### config.mk
export PLATFORM = sky130hd
export DESIGN_NAME = rwcs_locate
export DESIGN_NICKNAME = d
export VERILOG_FILES = /design/src/rtl/core/rwcs_pkg.sv /design/src/rtl/core/rwcs_locate.sv
export SDC_FILE = /design/constraint.sdc
export NUM_CORES = 2
export LEC_CHECK = 0
export BUFFER_PORTS_ARGS = -buffer_cell sky130_fd_sc_hd__buf_4
export CAP_MARGIN = 20
export CORE_MARGIN = 3
export CORE_UTILIZATION = 35
export CTS_CLUSTER_DIAMETER = 50
export DETAILED_ROUTE_END_ITERATION = 6
export GPL_TIMING_DRIVEN = 0
export PLACE_DENSITY = 0.55
export SETUP_SLACK_MARGIN = 0.4
export SYNTH_ARGS = -nofsm -noshare
export SYNTH_HDL_FRONTEND = slang
export SYNTH_SLANG_ARGS = --single-unit
### constraint.sdc
create_clock -name clk -period 103.3 [get_ports clk]
set_input_delay 20.66 -clock clk [delete_from_list [all_inputs] [get_ports clk]]
set_output_delay 20.66 -clock clk [all_outputs]
set_load 0.02 [all_outputs]
### src/rtl/core/rwcs_pkg.sv
// Shared constants, types and the cosine ROM contents for the wall column shader.
// No dependencies; every other file refers to this package by scoped names.
`default_nettype none

package rwcs_pkg;

  localparam int TEX_SIZE   = 64;
  localparam int TEX_BITS   = $clog2(TEX_SIZE);
  localparam int FACE_WORDS = TEX_SIZE * TEX_SIZE;
  localparam int MEM_DEPTH  = 4 * FACE_WORDS;
  localparam int MEM_AW     = $clog2(MEM_DEPTH);

  localparam int COS_DEPTH = 1024;
  localparam int COS_BITS  = $clog2(COS_DEPTH);
  localparam int IDX_MAX   = COS_DEPTH - 1;
  localparam int IDX_W     = COS_BITS + 14;
  localparam int COS_W     = 17;

  localparam int DIM_W   = 13;
  localparam int ROW_W   = 12;
  localparam int COL_W   = 12;
  localparam int COLOR_W = 24;
  localparam int FRAC_W  = 16;
  localparam int DIST_W  = 32;

  localparam int PROD_W  = DIST_W + COS_W;
  localparam int HN_W    = PROD_W + 1;
  localparam int HGT_W   = 16;
  localparam int HCMP_W  = PROD_W + HGT_W + 1;
  localparam int HGT_LAT = COS_BITS + HGT_W + 4;

  localparam int POS_W   = 26;
  localparam int SP_W    = 32;
  localparam int JR_W    = 30;
  localparam int LOC_LAT = ROW_W + TEX_BITS + 3;

  localparam logic [63:0] ANGLE_Q32 = 64'd2473723579;
  localparam logic [63:0] ONE_Q32   = 64'h1_0000_0000;

  localparam logic [1:0] CFG_WIDTH  = 2'd0;
  localparam logic [1:0] CFG_HEIGHT = 2'd1;
  localparam logic [1:0] CFG_FLOOR  = 2'd2;
  localparam logic [1:0] CFG_CEIL   = 2'd3;

  typedef enum logic [1:0] {
    REGION_FLOOR = 2'd0,
    REGION_WALL  = 2'd1,
    REGION_CEIL  = 2'd2,
    REGION_BLACK = 2'd3
  } region_t;

  typedef struct packed {
    logic [DIM_W-1:0] w;
    logic [DIM_W-1:0] hs;
  } geom_t;

  typedef struct packed {
    logic               vld;
    logic               query;
    logic [1:0]         face;
    logic [11:0]        tidx;
    logic [COLOR_W-1:0] tcolor;
    logic [COL_W-1:0]   col;
    logic [ROW_W-1:0]   row;
    logic [1:0]         axis;
    logic               dir;
    logic [FRAC_W-1:0]  frac;
    logic [DIST_W-1:0]  ray_len;
  } item_t;

  typedef logic [COS_W-1:0] cos_rom_t [COS_DEPTH];

  // Taylor series of cos in Q32, Horner form, floor at each step
  function automatic cos_rom_t build_cos_rom();
    cos_rom_t    rom;
    logic [63:0] th;
    logic [63:0] x2;
    logic [63:0] u;
    for (int i = 0; i < COS_DEPTH; i++) begin
      th = (ANGLE_Q32 * 64'(i)) / 64'(IDX_MAX);
      x2 = (th * th) >> 32;
      u  = ONE_Q32;
      u  = ONE_Q32 - ((x2 * u) >> 32) / 64'd90;
      u  = ONE_Q32 - ((x2 * u) >> 32) / 64'd56;
      u  = ONE_Q32 - ((x2 * u) >> 32) / 64'd30;
      u  = ONE_Q32 - ((x2 * u) >> 32) / 64'd12;
      u  = ONE_Q32 - ((x2 * u) >> 32) / 64'd2;
      rom[i] = COS_W'((u + 64'h8000) >> 16);
    end
    return rom;
  endfunction

  localparam cos_rom_t COS_ROM = build_cos_rom();

endpackage

`default_nettype wire

### src/rtl/core/rwcs_locate.sv
// Row placement pipeline: wall start, floor test, row offset into the slice, wall test, texel row.
// Uses rwcs_pkg for widths, item type and region codes.
`default_nettype none

module rwcs_locate (
  input  wire logic                          clk,
  input  wire logic                          rst_n,
  input  wire logic                          adv,
  input  wire rwcs_pkg::geom_t               geom,
  input  wire rwcs_pkg::item_t               in_item,
  input  wire logic [rwcs_pkg::HGT_W-1:0]    in_height,
  output rwcs_pkg::item_t                    out_item,
  output rwcs_pkg::region_t                  out_cls,
  output logic [rwcs_pkg::TEX_BITS-1:0]      out_trow
);

  localparam int RB   = rwcs_pkg::ROW_W;
  localparam int TB   = rwcs_pkg::TEX_BITS;
  localparam int LL   = rwcs_pkg::LOC_LAT;
  localparam int JW   = rwcs_pkg::JR_W;
  localparam int SW   = rwcs_pkg::SP_W;
  localparam int TRW  = 17 + TB;

  typedef struct packed {
    logic [15:0] h;
    logic [15:0] cnt0;
    logic        zero;
    logic        flr;
    logic        wall;
  } lctx_t;

  rwcs_pkg::item_t item_r [LL];
  lctx_t           ctx_r   [LL];
  lctx_t           ctx_nxt [LL];

  logic signed [SW-1:0] wsg;
  logic signed [SW-1:0] dh;
  logic signed [SW-1:0] sp_r;
  logic signed [SW-1:0] start_sum;
  logic signed [SW-1:0] start;
  logic signed [SW-1:0] dd;
  logic [rwcs_pkg::POS_W-1:0] pos_r;
  logic [15:0]                cnt0;

  logic [JW-1:0] jrem_r   [RB+1];
  logic [JW-1:0] jrem_nxt [RB+1];
  logic [RB-1:0] jq_r     [RB+1];
  logic [RB-1:0] jq_nxt   [RB+1];
  logic          jsat_r   [RB+1];
  logic          jsat_nxt;
  logic [JW-1:0] jtrial;

  logic [RB-1:0]  jj;
  logic [16:0]    kk;
  logic           wall;
  logic [TRW-1:0] trem_r   [TB+1];
  logic [TRW-1:0] trem_nxt [TB+1];
  logic [TB-1:0]  tq_r     [TB+1];
  logic [TB-1:0]  tq_nxt   [TB+1];
  logic [TRW-1:0] ttrial;

  always_comb begin
    wsg  = SW'(geom.w);
    dh   = SW'(geom.hs) - SW'(in_height);
    cnt0 = (in_height > 16'(geom.hs)) ? ((in_height - 16'(geom.hs)) >> 1) : '0;

    // truncate toward zero on halving
    start_sum = sp_r + $signed(SW'(sp_r[SW-1]));
    start     = start_sum >>> 1;
    dd        = $signed(SW'(pos_r)) - start;

    for (int s = 1; s < LL; s++) ctx_nxt[s] = ctx_r[s-1];
    ctx_nxt[0]      = '{h: in_height, cnt0: cnt0, zero: 1'b0, flr: 1'b0, wall: 1'b0};
    ctx_nxt[1].zero = ctx_r[0].h == '0;
    ctx_nxt[1].flr  = $signed(SW'(pos_r)) < start;

    // rows between the first wall row and this one: (pos - start) / w, capped by row
    jrem_nxt[0] = dd[JW-1:0];
    jq_nxt[0]   = '0;
    jsat_nxt    = jrem_nxt[0] >= (JW'(geom.w) << RB);
    jtrial      = '0;
    for (int j = 1; j <= RB; j++) begin
      jtrial = JW'(geom.w) << (RB - j);
      if (jrem_r[j-1] >= jtrial) begin
        jrem_nxt[j] = jrem_r[j-1] - jtrial;
        jq_nxt[j]   = jq_r[j-1] | (RB'(1) << (RB - j));
      end else begin
        jrem_nxt[j] = jrem_r[j-1];
        jq_nxt[j]   = jq_r[j-1];
      end
    end

    if (jsat_r[RB] || jq_r[RB] >= item_r[RB+1].row) jj = item_r[RB+1].row;
    else jj = jq_r[RB];
    kk   = 17'(ctx_r[RB+1].cnt0) + 17'(jj);
    wall = kk < 17'(ctx_r[RB+1].h);
    ctx_nxt[RB+2].wall = wall;

    // texel row = TEX_SIZE * k / h
    trem_nxt[0] = TRW'(kk) << TB;
    tq_nxt[0]   = '0;
    ttrial      = '0;
    for (int m = 1; m <= TB; m++) begin
      ttrial = TRW'(ctx_r[RB+1+m].h) << (TB - m);
      if (trem_r[m-1] >= ttrial) begin
        trem_nxt[m] = trem_r[m-1] - ttrial;
        tq_nxt[m]   = tq_r[m-1] | (TB'(1) << (TB - m));
      end else begin
        trem_nxt[m] = trem_r[m-1];
        tq_nxt[m]   = tq_r[m-1];
      end
    end
  end

  always_ff @(posedge clk) begin
    if (!rst_n) begin
      for (int s = 0; s < LL; s++) item_r[s].vld <= 1'b0;
    end else if (adv) begin
      item_r[0] <= in_item;
      for (int s = 1; s < LL; s++) item_r[s] <= item_r[s-1];
    end
  end

  always_ff @(posedge clk) begin
    if (adv) begin
      for (int s = 0; s < LL; s++) ctx_r[s] <= ctx_nxt[s];
      sp_r  <= wsg * dh;
      pos_r <= rwcs_pkg::POS_W'(in_item.row) * rwcs_pkg::POS_W'(geom.w)
             + rwcs_pkg::POS_W'(in_item.col);
      jsat_r[0] <= jsat_nxt;
      for (int j = 0; j <= RB; j++) begin
        jrem_r[j] <= jrem_nxt[j];
        jq_r[j]   <= jq_nxt[j];
      end
      for (int j = 1; j <= RB; j++) jsat_r[j] <= jsat_r[j-1];
      for (int m = 0; m <= TB; m++) begin
        trem_r[m] <= trem_nxt[m];
        tq_r[m]   <= tq_nxt[m];
      end
    end
  end

  always_comb begin
    if (ctx_r[LL-1].zero)      out_cls = rwcs_pkg::REGION_CEIL;
    else if (ctx_r[LL-1].flr)  out_cls = rwcs_pkg::REGION_FLOOR;
    else if (ctx_r[LL-1].wall) out_cls = rwcs_pkg::REGION_WALL;
    else                       out_cls = rwcs_pkg::REGION_CEIL;
  end

  assign out_item = item_r[LL-1];
  assign out_trow = tq_r[TB];

endmodule

`default_nettype wire

; ---- Word level (Yosys, flattened, before mapping)
; Memory sizes are Yosys's and may differ from the RTL's.
; Cells that the tools add are included.
[totals]
ff_bits = 58
ramBits = 3912
inputBits = 160
output_inout_bits = 123
wordCells = 148
mem_count = 7
[mem_list]
columns = memory, words, width, read_ports, rd_clocked_by_memory_dff, wr, line_no
row1 = item_r, 21, 115, 21, 0, 21, rwcs_locate.sv:32  ; rwcs_pkg::item_t item_r [LL];
row2 = ctx_r, 21, 35, 21, 0, 21, rwcs_locate.sv:33  ; lctx_t ctx_r [LL];
row3 = jrem_r, 13, 30, 12, 0, 13, rwcs_locate.sv:45  ; logic [JW-1:0] jrem_r [RB+1];
row4 = trem_r, 7, 23, 6, 0, 7, rwcs_locate.sv:56  ; logic [TRW-1:0] trem_r [TB+1];
row5 = jq_r, 13, 12, 13, 0, 13, rwcs_locate.sv:47  ; logic [RB-1:0] jq_r [RB+1];
row6 = tq_r, 7, 6, 7, 0, 7, rwcs_locate.sv:58  ; logic [TB-1:0] tq_r [TB+1];
row7 = 1 more memories, --, --, --, --, --, --
[op_classes]
addsub = 24
n_mul = 2
magnitude_cmp = 23
mux = 67
bitwise = 21
reduce_logical = 2
[ops]
columns = op, n
row1 = $mux 30, 12
row2 = $mux 23, 6
row3 = $add 32x2->32, 1
row4 = $lt 27x31->1, 1
row5 = $mul 14x17->31, 1
row6 = $ge 30x13->1, 1
row7 = $ge 30x14->1, 1
row8 = $ge 30x15->1, 1
row9 = $ge 30x16->1, 1
row10 = $ge 30x17->1, 1
row11 = $ge 30x18->1, 1
row12 = $ge 30x19->1, 1
row13 = $ge 30x20->1, 1
row14 = $ge 30x21->1, 1
row15 = $ge 30x22->1, 1
row16 = $ge 30x23->1, 1
row17 = $ge 30x24->1, 1
row18 = $ge 30x25->1, 1
row19 = $sub 27x30->30, 1
row20 = $sub 30x13->30, 1
row21 = $sub 30x14->30, 1
row22 = $sub 30x15->30, 1
row23 = $sub 30x16->30, 1
row24 = $sub 30x17->30, 1
row25 = 43 further kinds, 99

; ---- Longest topological paths before layout
; An unclocked memory read counts as a cell.
[depth]
depth_word = 6
mapped_depth = 34
ltp_nobuf = 33

; ---- Least setup slack after synthesis
; Ideal clock, no wire load.
[synth_timing]
kind = in2reg
start = input rst_n
end = memory item_r[0][0] (netlist bit) (enable)
setup_ns = 3.108
arrival_time_ns = 74.751
required_time_ns = 100.192
slack_ns = 25.440
cell_stages = 2
n_path_buf = 1
cell_sequence = clkbuf_1 > and2_1
[synth_lines]
columns = element, line_no
row1 = from (decl), rwcs_locate.sv:7  ; input wire logic rst_n,
row2 = to (decl), rwcs_locate.sv:32

; ---- Final worst setup path
[layout_timing]
start = input geom[2] (netlist bit)
end = register sp_r[30], data pin
[layout_between]
elab_chain_len = 2
[layout_rtl]
columns = element, line_no
row1 = from (decl), rwcs_locate.sv:9  ; input wire rwcs_pkg::geom_t geom,
row2 = $sub 13x16->17, rwcs_locate.sv:64  ; dh = SW'(geom.hs) - SW'(in_height);
row3 = $mul 14x17->31, rwcs_locate.sv:127  ; sp_r <= wsg * dh;
row4 = to (signal assigned), rwcs_locate.sv:127
row5 = to (decl), rwcs_locate.sv:38  ; logic signed [SW-1:0] sp_r;
; Every way passes these cells.
; A chain may end at the register's enable or synchronous reset.

==> impl_metrics.ini <==
[synth]
async_flop_share_pct = 0
yosys_warnings = 0
synth_top_flop_cell = edfxtp_1
seq_area_frac_synth_pct = 75.5
synthesis.area_um2 = 144000
synth_cell_types = 100
synth.net_count = 9421
synth-edff-count = 3620
synth_seq_cells = 3637
avgSynthCellArea_um2 = 17.2
syn_inst = 8400

[placed_design]
place_ws_ps = 73050
placed_cells = 14200
gp_congestion = 0.885
hpwlAfterDp_mm = 176
io_buffer_count = 276

[clock_network]
cts_buffer_depth = 4
cts_buffers = 418
clk_latency_ps = 950
postCtsHoldBufs = 0
h-tree-depth = 5
cts_setup_buffers = 0
root_buffer = clkbuf_16
cts_tree = built
clkSinkCount = 3637
cts_resized = 0
path_clk_slew_ps = 60

[finish]
final_common_cell = edfxtp_1
fin_cells = 15000
nets = 10200
final_cell_mix = 3620 x edfxtp_1, 683 x inv_1, 506 x ha_1, 454 x nand2_1, 421 x clkbuf_16
syn_to_final_growth_pct = 16.7
drive_gt1_share_pct = 11.3
fillers = 36500

[critical_path]
startpoint_type = primary input
cp_slowest_cell = a21boi_1
path_common_cell = fa_1
required_ps = 103960
crit_path_max_incr_delay_ps = 830
critPathKind = primary input to flip-flop
end_kind = flip-flop
r2r_setup_slack_ps = 96120
crit_fanout = 10
arrival_ps = 30110

[timing]
skew_ps = 93.1
worst_pin_slew_ps = 1220
setup_ws_ps = 73850
rsz0062_at_grt = false
fmax_mhz = 34.0
relSlewSlack_pct = 18.5
hold_viol = 0
slew_violations = 0
finalSetupViolCount = 0
fin_crit_ps = 29450
holdWs_ps = 329
finalSetupTns_ps = 0
fin_crit_sh_pct = 28.5

[pwr]
p_per_area_nw_per_um2 = 29.5
power_w = 0.00498
p_leak_nw = 60.7
ir_worst_vdd_uv = 97.2

[run]
maxCapViolCount = 0

[floorplan]
fp.dieArea_um2 = 420000
core_area_um2 = 410000
die_h_um = 648
start_util_pct = 35.2
ios = 283
die_w_um = 648
std_cell_rows = 235

[global_route]
grt_antenna_before_repair = 17
gr-total-overflow = 0
first_global_vias = 70800
track_usage_pct = 12.1
grt_pass1_wl_mm = 402
grt_max_degree = 185

[drt]
wirelength_mm = 257
wl_per_cell_um = 17.2
drt_first_pass_iters = 5
drt_iter0_drc = 4821
routed_via_density = 4.59
drc = 0
vias = 68700
route.antenna.remaining_nets = 0

[outcome]
status = finished, final reports clean

[min_path]
hold_class = flip-flop to flip-flop
layout make-up:
cell class,count,area [µm²],share of cell area [%]
diodes,6,15.0,0.00891
plain buffers,126,500,0.297
clock buffers,483,10800,6.39
clock inverters,282,2880,1.71
inverters,687,2580,1.53
multi-input cells,3950,32300,19.1
flip-flops and latches,3637,109000,64.7
well taps,5451,6820,4.05
repair buffers,339,3630,2.15
final timing paths:
kind	start	to	cells past startpoint
worst max-delay path	geom[2]	sp_r[30]$_DFFE_PP_	31
worst min-delay path	item_r[0][201]$_DFFE_PP_	item_r[0][316]$_DFFE_PP_	0
worst max register to register	sp_r[30]$_DFFE_PP_	jsat_r[0][0]$_DFFE_PP_	25
worst min register to register	item_r[0][201]$_DFFE_PP_	item_r[0][316]$_DFFE_PP_	0
layer usage:
| layer | GRT usage (%) | wire, µm | part of all wire, % |
|---|---|---|---|
| met1 | 15.8 | 112000 | 44 |
| met5 | 0 | 40 | 0.016 |
| met4 | 4.63 | 9340 | 3.6 |
| met3 | 2.41 | 12600 | 4.9 |
| met2 | 19.9 | 123000 | 48 |
registers in the layout, summed over array words and instances, names as in the netlist:
signal	count
item_r	2415
ctx_r	577
jrem_r	360
trem_r	116
jq_r	78
sp_r	31
pos_r	26
tq_r	21
jsat_r	13
critical path: cells and delay by family:
| family | cells | cell delay, ps |
|---|---|---|
| xor+xnor | 2 | 680 |
| compound gates | 13 | 3480 |
| buf+inv | 6 | 1070 |
| simple gates | 2 | 220 |
| fa+ha+maj | 8 | 3980 |
synth_stat cells, drive strengths merged (31+ instances only):
library cell | instances | area [µm²]
edfxtp | 3620 | 109000
inv | 685 | 2570
ha | 506 | 6330
nand2 | 454 | 1700
nor2 | 368 | 1380
fa | 355 | 7110
a21oi | 292 | 1470
xnor2 | 230 | 2010
o21ai | 229 | 1150
xor2 | 170 | 1490
and2 | 164 | 1030
nor3 | 124 | 631
clkbuf | 111 | 417
a21o | 104 | 781
nand3 | 79 | 405
nor2b | 78 | 488
mux2 | 68 | 769
o21a | 63 | 473
nand4 | 62 | 388
nand2b | 60 | 375
nor4 | 48 | 337
or3 | 48 | 310
and3 | 32 | 200
o31ai | 32 | 240
a211oi | 31 | 245
power by group:
| part | switching, W | internal [W] |
|---|---|---|
| Sequential | 0.0000654 | 0.00186 |
| Combinational | 0.000957 | 0.000676 |
| Clock | 0.000585 | 0.000837 |
| Total | 0.00161 | 0.00337 |
metrics by stage:
stage	util, %	instance area [µm²]
floorplan	-	144000
global placement	37.4	153000
detailed placement	37.7	155000
CTS	41.1	168000
global route	41.1	168000
finish	41.1	168000
kinds of logic after synthesis:
| family | count (synthesis) | share of synthesized area, % |
|---|---|---|
| and+or+nand+nor | 1637 | 5.68 |
| xor gates and xnor gates | 400 | 2.43 |
| AOI/OAI and AO/OA | 954 | 4.18 |
| buffers and inverters | 813 | 2.13 |
| muxes | 98 | 0.741 |
| DFF | 3637 | 75.5 |
| adders and majority gates | 861 | 9.31 |
(Power assumes the default switching activity.)
